`src/hdl/blkml_pkg.sv`:
```
// Shared constants, types and interpolation helper of the kick map lookup unit.
package blkml_pkg;

	localparam int FRAC_BITS   = 16;
	localparam int MAP_ENTRIES = 4096;
	localparam int ADDR_W      = $clog2(MAP_ENTRIES);
	localparam int DIM_W       = 13;
	localparam int QUEUE_DEPTH = 4;
	localparam int QPTR_W      = $clog2(QUEUE_DEPTH);

	localparam logic [2:0] REG_X_ORIGIN = 3'd0;
	localparam logic [2:0] REG_Y_ORIGIN = 3'd1;
	localparam logic [2:0] REG_INV_X    = 3'd2;
	localparam logic [2:0] REG_INV_Y    = 3'd3;
	localparam logic [2:0] REG_COLUMNS  = 3'd4;
	localparam logic [2:0] REG_ROWS     = 3'd5;

	localparam logic FUNC_LOAD   = 1'b0;
	localparam logic FUNC_LOOKUP = 1'b1;

	typedef struct packed {
		logic signed [31:0] x_origin;
		logic signed [31:0] y_origin;
		logic [31:0]        inv_x;
		logic [31:0]        inv_y;
		logic [DIM_W-1:0]   columns;
		logic [DIM_W-1:0]   rows;
	} cfg_t;

	typedef struct packed {
		logic                 lookup;
		logic                 ok;
		logic [ADDR_W-1:0]    idx;
		logic signed [31:0]   lkx;
		logic signed [31:0]   lky;
		logic [ADDR_W-1:0]    ix;
		logic [ADDR_W-1:0]    iy;
		logic [FRAC_BITS-1:0] fx;
		logic [FRAC_BITS-1:0] fy;
	} qent_t;

	// (1-f)*a + f*b, rounded half up and saturated to 32 bits.
	function automatic logic signed [31:0] lerp(input logic signed [31:0] a,
			input logic signed [31:0] b, input logic [FRAC_BITS-1:0] f);
		logic signed [FRAC_BITS+1:0] wa;
		logic signed [FRAC_BITS+1:0] wb;
		logic signed [FRAC_BITS+34:0] s;
		logic signed [34:0] r;
		wa = $signed((FRAC_BITS+2)'(1 << FRAC_BITS) - (FRAC_BITS+2)'(f));
		wb = $signed((FRAC_BITS+2)'(f));
		s = (FRAC_BITS+35)'(a) * (FRAC_BITS+35)'(wa) + (FRAC_BITS+35)'(b) * (FRAC_BITS+35)'(wb)
			+ (FRAC_BITS+35)'(1 << (FRAC_BITS-1));
		r = 35'(s >>> FRAC_BITS);
		if (r > 35'sd2147483647)
			lerp = 32'sh7FFFFFFF;
		else if (r < -35'sd2147483648)
			lerp = 32'sh80000000;
		else
			lerp = r[31:0];
	endfunction

endpackage

```
`src/hdl/blkml_queue.sv`:
```
// Short item queue between the front end and the back end.
module blkml_queue (
	input  logic             clk,
	input  logic             arst_n,
	input  logic             push,
	input  blkml_pkg::qent_t push_ent,
	input  logic             pop,
	output blkml_pkg::qent_t pop_ent,
	output logic             empty,
	output logic             full
);
	import blkml_pkg::*;

	qent_t             slot_q [QUEUE_DEPTH];
	logic [QPTR_W-1:0] wr_q, rd_q;
	logic [QPTR_W:0]   cnt_q;

	assign empty   = (cnt_q == '0);
	assign full    = (cnt_q == (QPTR_W+1)'(QUEUE_DEPTH));
	assign pop_ent = slot_q[rd_q];

	always_ff @(posedge clk or negedge arst_n) begin
		if (!arst_n) begin
			wr_q  <= '0;
			rd_q  <= '0;
			cnt_q <= '0;
		end else begin
			if (push)
				wr_q <= wr_q + 1'b1;
			if (pop)
				rd_q <= rd_q + 1'b1;
			cnt_q <= cnt_q + (QPTR_W+1)'(push) - (QPTR_W+1)'(pop);
		end
	end

	always_ff @(posedge clk) begin
		if (push)
			slot_q[wr_q] <= push_ent;
	end

	assert property (@(posedge clk) disable iff (!arst_n) !(push && full))
		else $error("item pushed into a full queue");
	assert property (@(posedge clk) disable iff (!arst_n) !(pop && empty))
		else $error("item popped from an empty queue");
	assert property (@(posedge clk) disable iff (!arst_n)
			(push && !pop) |=> (cnt_q == $past(cnt_q) + 1'b1))
		else $error("queue count lost a push");

endmodule

```
`config.mk`:
```
export PLATFORM = sky130hd
export DESIGN_NAME = blkml_queue
export DESIGN_NICKNAME = d
export VERILOG_FILES = /design/src/hdl/blkml_pkg.sv /design/src/hdl/blkml_queue.sv
export SDC_FILE = /design/constraint.sdc
export NUM_CORES = 1
export LEC_CHECK = 0
export BUFFER_PORTS_ARGS = -buffer_cell sky130_fd_sc_hd__buf_2
export CAP_MARGIN = 40
export CORE_ASPECT_RATIO = 2
export CORE_MARGIN = 3
export CORE_UTILIZATION = 30
export CTS_CLUSTER_SIZE = 10
export DETAILED_ROUTE_END_ITERATION = 16
export PLACE_DENSITY = 0.55
export SLEW_MARGIN = 40
export SYNTH_ARGS = -nofsm -noshare
export SYNTH_HDL_FRONTEND = slang
export SYNTH_SLANG_ARGS = --single-unit
```
`constraint.sdc`:
```
create_clock -name clk -period 10.5 [get_ports clk]
set_clock_uncertainty 0.05 [all_clocks]
set_input_delay 1.05 -clock clk [delete_from_list [all_inputs] [get_ports clk]]
set_output_delay 1.05 -clock clk [all_outputs]
set_load 0.1 [all_outputs]
```
==> results_dict.tcl <==
set metrics [dict create \
    gp_congestion 0.7041 \
    avgRoutedWirePerCell_um 21.88 \
    critPathLaunch "rd_q[1]" \
    required_ns 9.40 \
    rsz0062_at_grt "false" \
    worstPathArrival_ns 3.85 \
    drc 0 \
    synthDistinctLibCells 17 \
    cts_sinks 543 \
    grt_pass1_wl_um 64820 \
    slew_violations 0 \
    r2r-start "rd_q[1]" \
    worstPathMaxFanout 47 \
    cts_setup_buffers 0 \
    drt_iter0_markers 567 \
    cp-end-kind "output pin" \
    io-pin-count 274 \
    avgSynthCellArea_um2 26.81 \
    drt_pre_antenna_iters 5 \
    final_nets 1202 \
    port-buffer-count 273 \
    use_met1 0.1371 \
    start_kind "flop" \
    clkTransAtPathRegs_ns 0.06 \
    root_buffer "clkbuf_16" \
    rrSetupSlack_ns 7.81 \
    rows 132 \
    crit_type "flop to output pin" \
    vias_per_cell 4.506 \
    cts_hold_buffers 0 \
    vias 8850 \
    regArea_um2 16280 \
    die_y_um 368.2 \
    ys_seq_elements 543 \
    slew_headroom 0.4736 \
    synth_nets 879 \
    setup_violations 0 \
    crit_path_end "pop_ent[25]" \
    post-route-period-util 0.4718 \
    hold_viol 0 \
    gr-total-overflow 0 \
    outcome "finished clean" \
    fill_cells 5910 \
    setup_tns_ns 0 \
    final_cell_mix "edfxtp_1, buf_2, mux4_2" \
    drive_above_1_share 0.4564 \
    final_common_cell "edfxtp_1" \
    grt_max_degree 60 \
    fmax_mhz 201.9 \
    place_area_um2 22210 \
    clk_latency_ns 0.59 \
    design_area_um2 23960 \
    area_growth_syn_to_layout_pct 21.74 \
    hpwl_um 27010 \
    die_w_um 187.1 \
    cts_made_buffers 61 \
    worst_pin_slew_ns 0.7897 \
    core-area_um2 64910 \
    ys_seq_area_frac 0.8268 \
    clockBufferDepth 3 \
    grt_util_met2 0.2292 \
    rr_worst_depth 3 \
    grt_usage 0.1254 \
    htree_levels 2 \
    drtAntennaViolNets 0 \
    hold_path.class "input pin to async pin" \
    wl_um 42970 \
    cts_resized 0 \
    grt_pass1_vias 9926 \
    multiInputGateArea_um2 3216 \
    netlist_instances 734 \
    cap_violations 0 \
    use_met3 0.03249 \
    cts_tree "done" \
    grt_busiest_layer "met2" \
    worst_r2r_endpoint "rd_q[1]" \
    syn-cell-area_um2 19680 \
    antenna_found_initial 12 \
    hold_slack_ns 0.2444 \
    start_util 0.3032 \
    yosysWarnings 0 \
    fin_crit_ns 4.954 \
    die_area_um2 68900 \
]
==> synthesized netlist by cell type <==
cell	count	area, um2
inv_1	6	22.52
and3_1	1	6.260
xnor2_1	3	26.28
fa_1	1	20.02
mux4_2	134	3018
o21ai_0	1	5.000
clkbuf_1	7	26.28
and2_1	4	25.02
nand2_1	2	7.510
buf_6	6	67.56
xor2_1	2	17.52
dfrtp_1	7	175.2
nor3_1	1	5.000
buf_4	1	7.510
buf_2	16	80.08
edfxtp_1	536	16100
ha_1	6	75.07
==> through the flow <==
stage / std cells / utilization / setup slack (ns)
floorplan: 734 / - / 5.825
global placement: 1859 / 0.3400 / 6.048
detailed placement: 1865 / 0.3421 / 6.049
CTS: 1960 / 0.3690 / 5.368
global route: 1963 / 0.3691 / 5.309
finish: 1964 / 0.3691 / 5.546
==> kinds of logic after synthesis <==
family	after synthesis	synth area share
fa+ha+maj	7	0.004832
simple gates	8	0.002225
flops	543	0.8268
xor+xnor	5	0.002226
compound gates	1	0.0002541
buf+inv	36	0.01036
mux	134	0.1533
==> per-layer routing <==
layer / up-vias / wire [um]
li1: 3821 / -
met1: 4636 / 15420
met2: 297 / 23410
met3: 86 / 2634
met4: 10 / 1449
met5: - / 62
==> area by class of cell <==
type | count | area share
Timing Repair Buffer | 290 | 0.06679
Clock inverter | 4 | 0.002141
Inverter | 6 | 0.0009400
Multi-Input combinational cell | 155 | 0.1342
Sequential cell | 543 | 0.6794
Clock buffer | 91 | 0.07060
Tap cell | 871 | 0.04549
Antenna cell | 4 | 0.0004178
==> state kept, by name, indices dropped and copies added, names as in the netlist <==
name / cells
wr_q: 2
slot_q: 536
rd_q: 2
cnt_q: 3
==> critical path, stage by stage, from the launching register on <==
cell     delay [ns]
dfrtp_4        0.86
buf_4          0.73
buf_4          0.70
mux4_2         0.34
buf_2          0.46
==> worst min path at each step <==
stage               startpoint       end  depth (start not counted)
floorplan              wr_q[0]   wr_q[0]                          1
global placement       wr_q[0]   wr_q[0]                          1
CTS                     arst_n   wr_q[0]                          1
finish                  arst_n  cnt_q[2]                          1
global route            arst_n   wr_q[0]                          1
detailed placement     wr_q[0]   wr_q[0]                          1
Power is not shown: default switching activity piles up to over one toggle a cycle in this logic, so the estimate is an artifact.
